==> src/sv/amwd_pkg.sv <==
package amwd_pkg;

  localparam int WINDOW    = 30;
  localparam int PTR_W     = $clog2(WINDOW);
  localparam int ACC_W     = 13;
  localparam int SQ_W      = 2 * ACC_W - 1;
  localparam int DEV_W     = 26;
  localparam int SUM_W     = DEV_W + PTR_W;
  localparam int CFG_IDX_W = 1;
  localparam int CFG_W     = DEV_W;
  localparam int IN_W      = 40;
  localparam int OUT_W     = 48;
  localparam int OUT_PAD   = OUT_W - (2 + 1 + 3 * ACC_W);

  localparam logic [DEV_W-1:0] MEAN_THRESHOLD_RST  = 26'd450000;
  localparam logic [DEV_W-1:0] GRAVITY_SQUARED_RST = 26'd1000000;

  typedef enum logic [CFG_IDX_W-1:0] {
    REG_MEAN_THRESHOLD  = 1'b0,
    REG_GRAVITY_SQUARED = 1'b1
  } cfg_reg_t;

  typedef enum logic [1:0] {
    EV_NONE  = 2'd0,
    EV_START = 2'd1,
    EV_STOP  = 2'd2
  } event_t;

  // stage load enables for the deviation datapath
  typedef struct packed {
    logic s1;
    logic s2;
    logic s3;
  } amwd_adv_t;

endpackage

==> src/sv/amwd_ring.sv <==
module amwd_ring import amwd_pkg::*; (
  input  logic             clk,
  input  logic             wr_en,
  input  logic [PTR_W-1:0] wr_addr,
  input  logic [DEV_W-1:0] wr_data,
  input  logic             rd_en,
  input  logic [PTR_W-1:0] rd_addr,
  output logic [DEV_W-1:0] rd_data
);

  logic [DEV_W-1:0] mem [WINDOW];

  always_ff @(posedge clk) begin
    if (wr_en) begin
      mem[wr_addr] <= wr_data;
    end
  end

  always_ff @(posedge clk) begin
    if (rd_en) begin
      rd_data <= mem[rd_addr];
    end
  end

endmodule

==> src/sv/amwd_dev.sv <==
module amwd_dev import amwd_pkg::*; (
  input  logic                    clk,
  input  amwd_adv_t               adv,
  input  logic signed [ACC_W-1:0] accel_x,
  input  logic signed [ACC_W-1:0] accel_y,
  input  logic signed [ACC_W-1:0] accel_z,
  input  logic        [DEV_W-1:0] gravity_squared,
  output logic        [DEV_W-1:0] dev,
  output logic signed [ACC_W-1:0] echo_x,
  output logic signed [ACC_W-1:0] echo_y,
  output logic signed [ACC_W-1:0] echo_z
);

  logic signed [ACC_W-1:0]   x1, y1, z1;
  logic signed [ACC_W-1:0]   x2, y2, z2;
  logic        [SQ_W-1:0]    sqx, sqy, sqz;
  logic signed [2*ACC_W-1:0] px, py, pz;
  logic        [DEV_W-1:0]   mag;
  logic        [DEV_W-1:0]   dev_next;

  assign px = x1 * x1;
  assign py = y1 * y1;
  assign pz = z1 * z1;

  always_comb begin
    mag = DEV_W'(sqx) + DEV_W'(sqy) + DEV_W'(sqz);
    if (mag >= gravity_squared) begin
      dev_next = mag - gravity_squared;
    end else begin
      dev_next = gravity_squared - mag;
    end
  end

  always_ff @(posedge clk) begin
    if (adv.s1) begin
      x1 <= accel_x;
      y1 <= accel_y;
      z1 <= accel_z;
    end
    if (adv.s2) begin
      sqx <= px[SQ_W-1:0];
      sqy <= py[SQ_W-1:0];
      sqz <= pz[SQ_W-1:0];
      x2  <= x1;
      y2  <= y1;
      z2  <= z1;
    end
    if (adv.s3) begin
      dev    <= dev_next;
      echo_x <= x2;
      echo_y <= y2;
      echo_z <= z2;
    end
  end

endmodule

==> src/sv/accel_motion_window_detector_core.sv <==
// Motion window detector: one three-axis accelerometer sample in, one result out.
// Input item on s_axis: x, y and z in milli-g, 13-bit two's complement each.
// Result item on m_axis: event code (none, start, stop), the active flag and the
// sample echoed while active; tuser carries the progress flag.
// Each sample's deviation from rest goes into a ring memory of WINDOW entries
// and a running sum; the window mean is compared with mean_threshold once the
// ring has been filled for the first time.
// An accepted item passes the input, square, deviation, window and output
// registers. Throughput is one item per cycle unless the output stalls; the ring
// is read one stage ahead of its write; sum and active flag update in one step.
// Every stage holds its own item, so input is still accepted while a result waits
// as long as an earlier stage has room; a stalled receiver fills the stages one
// by one and only then drops s_axis_tready.
// Reset (synchronous, rst high) empties the pipeline, loads the register reset
// values and marks the ring as unfilled, so it reads as zero until its first
// wrap; no clearing pass is needed. The user must write configuration through
// cfg_we, cfg_index and cfg_data only while idle; the block does not enforce it.
module accel_motion_window_detector_core import amwd_pkg::*; (
  input  logic                 clk,
  input  logic                 rst,
  input  logic                 cfg_we,
  input  logic [CFG_IDX_W-1:0] cfg_index,
  input  logic [CFG_W-1:0]     cfg_data,
  input  logic                 s_axis_tvalid,
  output logic                 s_axis_tready,
  // accel_x, accel_y, accel_z, zero padding
  input  logic [IN_W-1:0]      s_axis_tdata,
  output logic                 m_axis_tvalid,
  input  logic                 m_axis_tready,
  // event_code, active, echo_x, echo_y, echo_z, zero padding
  output logic [OUT_W-1:0]     m_axis_tdata,
  // progress_valid
  output logic                 m_axis_tuser
);

  logic [DEV_W-1:0] mean_threshold;
  logic [DEV_W-1:0] gravity_squared;
  logic [SUM_W-1:0] thr_cmp;

  logic [PTR_W-1:0] write_index;
  logic             window_full;
  logic             active_flag;
  logic [SUM_W-1:0] window_sum;

  logic v1, v2, v3, v4, out_valid;
  logic rdy1, rdy2, rdy3, rdy4, rdy5;
  logic load1, load3, load4, load5;
  amwd_adv_t adv;

  logic [PTR_W-1:0] slot1, slot2, slot3;
  logic             old_ok;
  logic [DEV_W-1:0] rd_data;
  logic [DEV_W-1:0] old_dev;
  logic [DEV_W-1:0] dev3;
  logic signed [ACC_W-1:0] x3, y3, z3;
  logic signed [ACC_W-1:0] x4, y4, z4;
  logic             full3;
  logic             full4;
  logic             above;
  logic             active_next;
  event_t           event_next;

  event_t                  out_event;
  logic                    out_active;
  logic signed [ACC_W-1:0] out_x, out_y, out_z;

  // ready chain with bubble collapse
  assign rdy5  = !out_valid || m_axis_tready;
  assign rdy4  = !v4 || rdy5;
  assign rdy3  = !v3 || rdy4;
  assign rdy2  = !v2 || rdy3;
  assign rdy1  = !v1 || rdy2;
  assign load1 = s_axis_tvalid && rdy1;
  assign load3 = v2 && rdy3;
  assign load4 = v3 && rdy4;
  assign load5 = v4 && rdy5;

  assign adv.s1 = rdy1;
  assign adv.s2 = rdy2;
  assign adv.s3 = rdy3;

  assign s_axis_tready = rdy1;

  always_ff @(posedge clk) begin
    if (rst) begin
      mean_threshold  <= MEAN_THRESHOLD_RST;
      gravity_squared <= GRAVITY_SQUARED_RST;
    end else if (cfg_we) begin
      case (cfg_index)
        REG_MEAN_THRESHOLD:  mean_threshold  <= cfg_data;
        REG_GRAVITY_SQUARED: gravity_squared <= cfg_data;
        default: ;
      endcase
    end
  end

  // mean > threshold is the same as sum > WINDOW * threshold + WINDOW - 1
  always_ff @(posedge clk) begin
    thr_cmp <= SUM_W'(mean_threshold) * SUM_W'(WINDOW) + SUM_W'(WINDOW - 1);
  end

  always_ff @(posedge clk) begin
    if (rst) begin
      v1        <= 1'b0;
      v2        <= 1'b0;
      v3        <= 1'b0;
      v4        <= 1'b0;
      out_valid <= 1'b0;
    end else begin
      if (rdy1) v1 <= s_axis_tvalid;
      if (rdy2) v2 <= v1;
      if (rdy3) v3 <= v2;
      if (rdy4) v4 <= v3;
      if (rdy5) out_valid <= v4;
    end
  end

  amwd_dev u_dev (
    .clk             (clk),
    .adv             (adv),
    .accel_x         (s_axis_tdata[ACC_W-1:0]),
    .accel_y         (s_axis_tdata[2*ACC_W-1:ACC_W]),
    .accel_z         (s_axis_tdata[3*ACC_W-1:2*ACC_W]),
    .gravity_squared (gravity_squared),
    .dev             (dev3),
    .echo_x          (x3),
    .echo_y          (y3),
    .echo_z          (z3)
  );

  always_ff @(posedge clk) begin
    if (rst) begin
      write_index <= '0;
    end else if (load1) begin
      if (write_index == PTR_W'(WINDOW - 1)) begin
        write_index <= '0;
      end else begin
        write_index <= write_index + PTR_W'(1);
      end
    end
  end

  // the item ahead may be the one that completes the first fill
  always_ff @(posedge clk) begin
    if (rdy1) slot1 <= write_index;
    if (rdy2) slot2 <= slot1;
    if (rdy3) slot3 <= slot2;
    if (load3) old_ok <= window_full || (load4 && full3);
  end

  amwd_ring u_ring (
    .clk     (clk),
    .wr_en   (load4),
    .wr_addr (slot3),
    .wr_data (dev3),
    .rd_en   (load3),
    .rd_addr (slot2),
    .rd_data (rd_data)
  );

  // entries not yet written since reset read as zero
  assign old_dev = old_ok ? rd_data : '0;
  assign full3   = window_full || (slot3 == PTR_W'(WINDOW - 1));

  always_ff @(posedge clk) begin
    if (rst) begin
      window_full <= 1'b0;
      window_sum  <= '0;
    end else if (load4) begin
      window_full <= full3;
      window_sum  <= window_sum - SUM_W'(old_dev) + SUM_W'(dev3);
    end
  end

  always_ff @(posedge clk) begin
    if (rdy4) begin
      full4 <= full3;
      x4    <= x3;
      y4    <= y3;
      z4    <= z3;
    end
  end

  always_comb begin
    above       = window_sum > thr_cmp;
    active_next = active_flag;
    event_next  = EV_NONE;
    if (full4) begin
      if (above && !active_flag) begin
        active_next = 1'b1;
        event_next  = EV_START;
      end else if (!above && active_flag) begin
        active_next = 1'b0;
        event_next  = EV_STOP;
      end
    end
  end

  always_ff @(posedge clk) begin
    if (rst) begin
      active_flag <= 1'b0;
    end else if (load5) begin
      active_flag <= active_next;
    end
  end

  always_ff @(posedge clk) begin
    if (rdy5) begin
      out_event  <= event_next;
      out_active <= active_next;
      out_x      <= active_next ? x4 : '0;
      out_y      <= active_next ? y4 : '0;
      out_z      <= active_next ? z4 : '0;
    end
  end

  assign m_axis_tvalid = out_valid;
  assign m_axis_tdata  = {{OUT_PAD{1'b0}}, out_z, out_y, out_x, out_active, out_event};
  assign m_axis_tuser  = out_active;

endmodule

==> config.mk <==
export PLATFORM = sky130hd
export DESIGN_NAME = accel_motion_window_detector_core
export DESIGN_NICKNAME = d
export VERILOG_FILES = /design/src/sv/amwd_pkg.sv /design/src/sv/amwd_ring.sv /design/src/sv/amwd_dev.sv /design/src/sv/accel_motion_window_detector_core.sv
export SDC_FILE = /design/constraint.sdc
export NUM_CORES = 2
export LEC_CHECK = 0
export ABC_AREA = 1
export BUFFER_PORTS_ARGS = -buffer_cell sky130_fd_sc_hd__buf_4
export CORE_ASPECT_RATIO = 1.75
export CORE_MARGIN = 5
export CORE_UTILIZATION = 51
export DETAILED_ROUTE_END_ITERATION = 16
export PLACE_DENSITY = 0.68
export SETUP_SLACK_MARGIN = 0.3
export SYNTH_ARGS = -nofsm -noshare
export SYNTH_HDL_FRONTEND = slang
export SYNTH_SLANG_ARGS = --single-unit
==> constraint.sdc <==
create_clock -name clk -period 16.4 [get_ports clk]
set_input_delay 2.46 -clock clk [delete_from_list [all_inputs] [get_ports clk]]
set_output_delay 2.46 -clock clk [all_outputs]
set_load 0.01 [all_outputs]
==> results.json <==
{
  "status": "completed",
  "cpMostUsedCell": "nor2_1",
  "clockBufferDepth": 3,
  "hp-class": "flop to flop",
  "start_util": 0.514,
  "drt-initial-drc-count": 3455,
  "viasPerCell": 5.62,
  "cpMaxStageDelayCell": "nand2_4",
  "critPathBufInv": 5,
  "fin_nets": 8056,
  "postCtsSetupBuffers": 0,
  "cts_sinks": 1241,
  "drt_first_pass_iters": 5,
  "cts_resized": 0,
  "grt_antenna_before_repair": 6,
  "dieArea_mm2": 0.153,
  "hold_violations": 0,
  "wl_um": 193000,
  "critPathRequiredTime_ps": 13940,
  "worst_setup_path_end_kind": "primary output",
  "wl_per_cell_um": 21.3,
  "min_period_over_period": 0.421,
  "ys_ff_latch": 1241,
  "grtUsageTotal": 0.249,
  "clk_pin_slew_ps": 70,
  "drc": 0,
  "fill_cells": 12100,
  "maxSlewHeadroom": 0.170,
  "arrival_ps": 4450,
  "tns_ps": 0,
  "htreeDepth": 3,
  "synth_cell_type_count": 65,
  "worstReg2RegEnd": "u_dev.sqy[24]",
  "max_freq_ghz": 0.145,
  "vias": 50900,
  "grt_max_degree": 201,
  "hold_ws_ps": 415,
  "rsz0062_at_grt": "false",
  "critPathMaxStageDelay_ps": 450,
  "cp.depth": 10,
  "postPlaceCellArea_mm2": 0.0767,
  "crit_family": "simple AND/OR/NAND/NOR gates",
  "fin_skew_ps": 84.5,
  "path_class": "input pin to primary output",
  "avgSynthCellArea_um2": 10.4,
  "rows": 184,
  "final_cell_area_mm2": 0.0803,
  "cts_buffers": 109,
  "crit_chain": "buf_4 > nor2_1 > inv_2 > nor2_1 > inv_2 > nor2_1 > nand2_4 > nor2_1 > inv_2 > buf_4",
  "grt_overflow": 0,
  "period_needed_ps": 6910,
  "worstSetupEndpoint": "s_axis_tready",
  "r2r_slack_ps": 9790,
  "hpwl_um": 135000,
  "syn_to_final_growth_pct": 8.66,
  "reg2regPathDepth": 20,
  "drv_slew": 0,
  "setup_viol": 0,
  "cp-start-kind": "input pin",
  "grt_pass1_vias": 52700,
  "cp-startpoint": "m_axis_tready",
  "rr_startpoint": "u_dev.y1[12]",
  "yosys_warnings": 0,
  "cp_max_fo": 51,
  "hold_buffers": 0,
  "worstMarginPinSlew_ps": 1250,
  "die_h_um": 514,
  "gp_congestion": 0.938,
  "drtAntennaViolNets": 0,
  "drv_cap": 0,
  "syn_area_mm2": 0.0739,
  "cts-root-buf": "clkbuf_16",
  "cts_tree": "yes",
  "io_buffer_count": 115,
  "grt_pass1_wl_um": 296000,
  "chipWidth_um": 298,
  "io-pin-count": 123,
  "drive_gt1_frac": 0.0617,
  "ys_seq_area_frac": 0.487,
  "clock_latency_ps": 790,
  "core_area_mm2": 0.144,
  "synthCells": 7075
}
[cell usage after synthesis, drive strengths merged]
master   count  share of area
a211o        4        0.00047
a211oi       7        0.00071
a21boi      51         0.0052
a21o        26         0.0026
a21oi      295          0.020
a221oi      10         0.0012
a311oi       6        0.00071
a31o         6        0.00071
a31oi       30         0.0025
a32o         4        0.00054
a32oi        8        0.00095
and2         2        0.00017
and3         1       0.000085
buf         39         0.0032
clkbuf     232          0.012
clkinv       3        0.00015
conb         1       0.000051
dfxtp      125          0.034
edfxtp    1116           0.45
fa         514           0.14
ha         380          0.064
inv       1145          0.058
nand2     1132          0.058
nand3      187          0.013
nand3b       8        0.00081
nand4       54         0.0047
nor2       659          0.034
nor3        33         0.0023
nor3b        3        0.00030
nor4         7        0.00068
nor4b        1        0.00012
o2111ai      2        0.00024
o211a        1        0.00014
o211ai      19         0.0019
o21a         6        0.00061
o21ai      555          0.038
o21bai      25         0.0025
o221a        1        0.00015
o221ai     106          0.013
o22ai       55         0.0047
o311ai       3        0.00036
o31ai        2        0.00020
or2         16         0.0014
xnor2       47         0.0056
xor2       148          0.018
[worst min path at each step]
stage | start | end | slack [ps] | cells after the start
after detailed placement | u_dev.x2[9] | u_dev.echo_x[9] | 400 | 0
final | u_dev.echo_x[3] | x4[3] | 420 | 0
after floorplan | mean_threshold[0] | thr_cmp[1] | 390 | 0
after global routing | u_dev.x2[7] | u_dev.echo_x[7] | 420 | 0
after CTS | u_dev.echo_x[3] | x4[3] | 420 | 0
after global placement | u_dev.y2[4] | u_dev.echo_y[4] | 400 | 0
[area by class of cell]
cell class | count | area [um^2] | area share
tap | 1860 | 2330 | 0.0290
clock buffer | 125 | 2790 | 0.0347
sequential | 1241 | 36000 | 0.448
timing repair buffer | 169 | 1280 | 0.0160
multi-input combinational | 4421 | 32700 | 0.408
antenna | 1 | 2.50 | 0.0000312
inverter | 1148 | 4320 | 0.0538
clock inverter | 80 | 842 | 0.0105
[kinds of logic after synthesis]
logic type | Yosys count | synth area share
AOI/OAI and AO/OA | 1222 | 0.0967
xor gates and xnor gates | 195 | 0.0231
adders and majority gates | 894 | 0.204
buffers and inverters | 1419 | 0.0734
DFF | 1241 | 0.487
other | 1 | 0.0000507
and+or+nand+nor | 2103 | 0.116
[flip-flops by register name (all words and copies together) (netlist names), 23 cells and up]
name and cells:
window_sum 31, mean_threshold 26, u_dev.sqy 23, u_ring.rd_data 26, u_dev.dev 26, u_dev.sqx 23, thr_cmp 30, gravity_squared 26
u_dev.sqz 24, u_ring.mem 780
[routing by layer]
| metal | global-route usage | share of wire | vias to the layer above |
|---|---|---|---|
| li1 | - | - | 23500 |
| met4 | 0.136 | 0.062 | 8 |
| met2 | 0.460 | 0.53 | 1683 |
| met5 | 0 | 0.00022 | - |
| met1 | 0.277 | 0.35 | 25200 |
| met3 | 0.0316 | 0.054 | 509 |
[layout by cell type (no fill, tap or decap), drive strengths merged, types with 55 or more instances in the layout]
master / count
inv: 1156
nand2: 1132
edfxtp: 1116
nor2: 659
o21ai: 555
fa: 514
ha: 380
a21oi: 295
nand3: 187
buf: 169
xor2: 148
dfxtp: 125
clkbuf: 125
o221ai: 106
o22ai: 55
clkinv: 55
[through the flow]
| stage | util | setup slack, ps | std cells |
|---|---|---|---|
| global placement | 0.533 | 9450 | 8839 |
| CTS | 0.558 | 9460 | 9044 |
| global route | 0.558 | 9380 | 9045 |
| detailed placement | 0.533 | 9360 | 8839 |
| finish | 0.558 | 9490 | 9045 |
| floorplan | - | 5830 | 7081 |
Power is left out: the tool's default activity adds up to more than one toggle a clock period on the data nets, which glitch-free logic cannot reach.
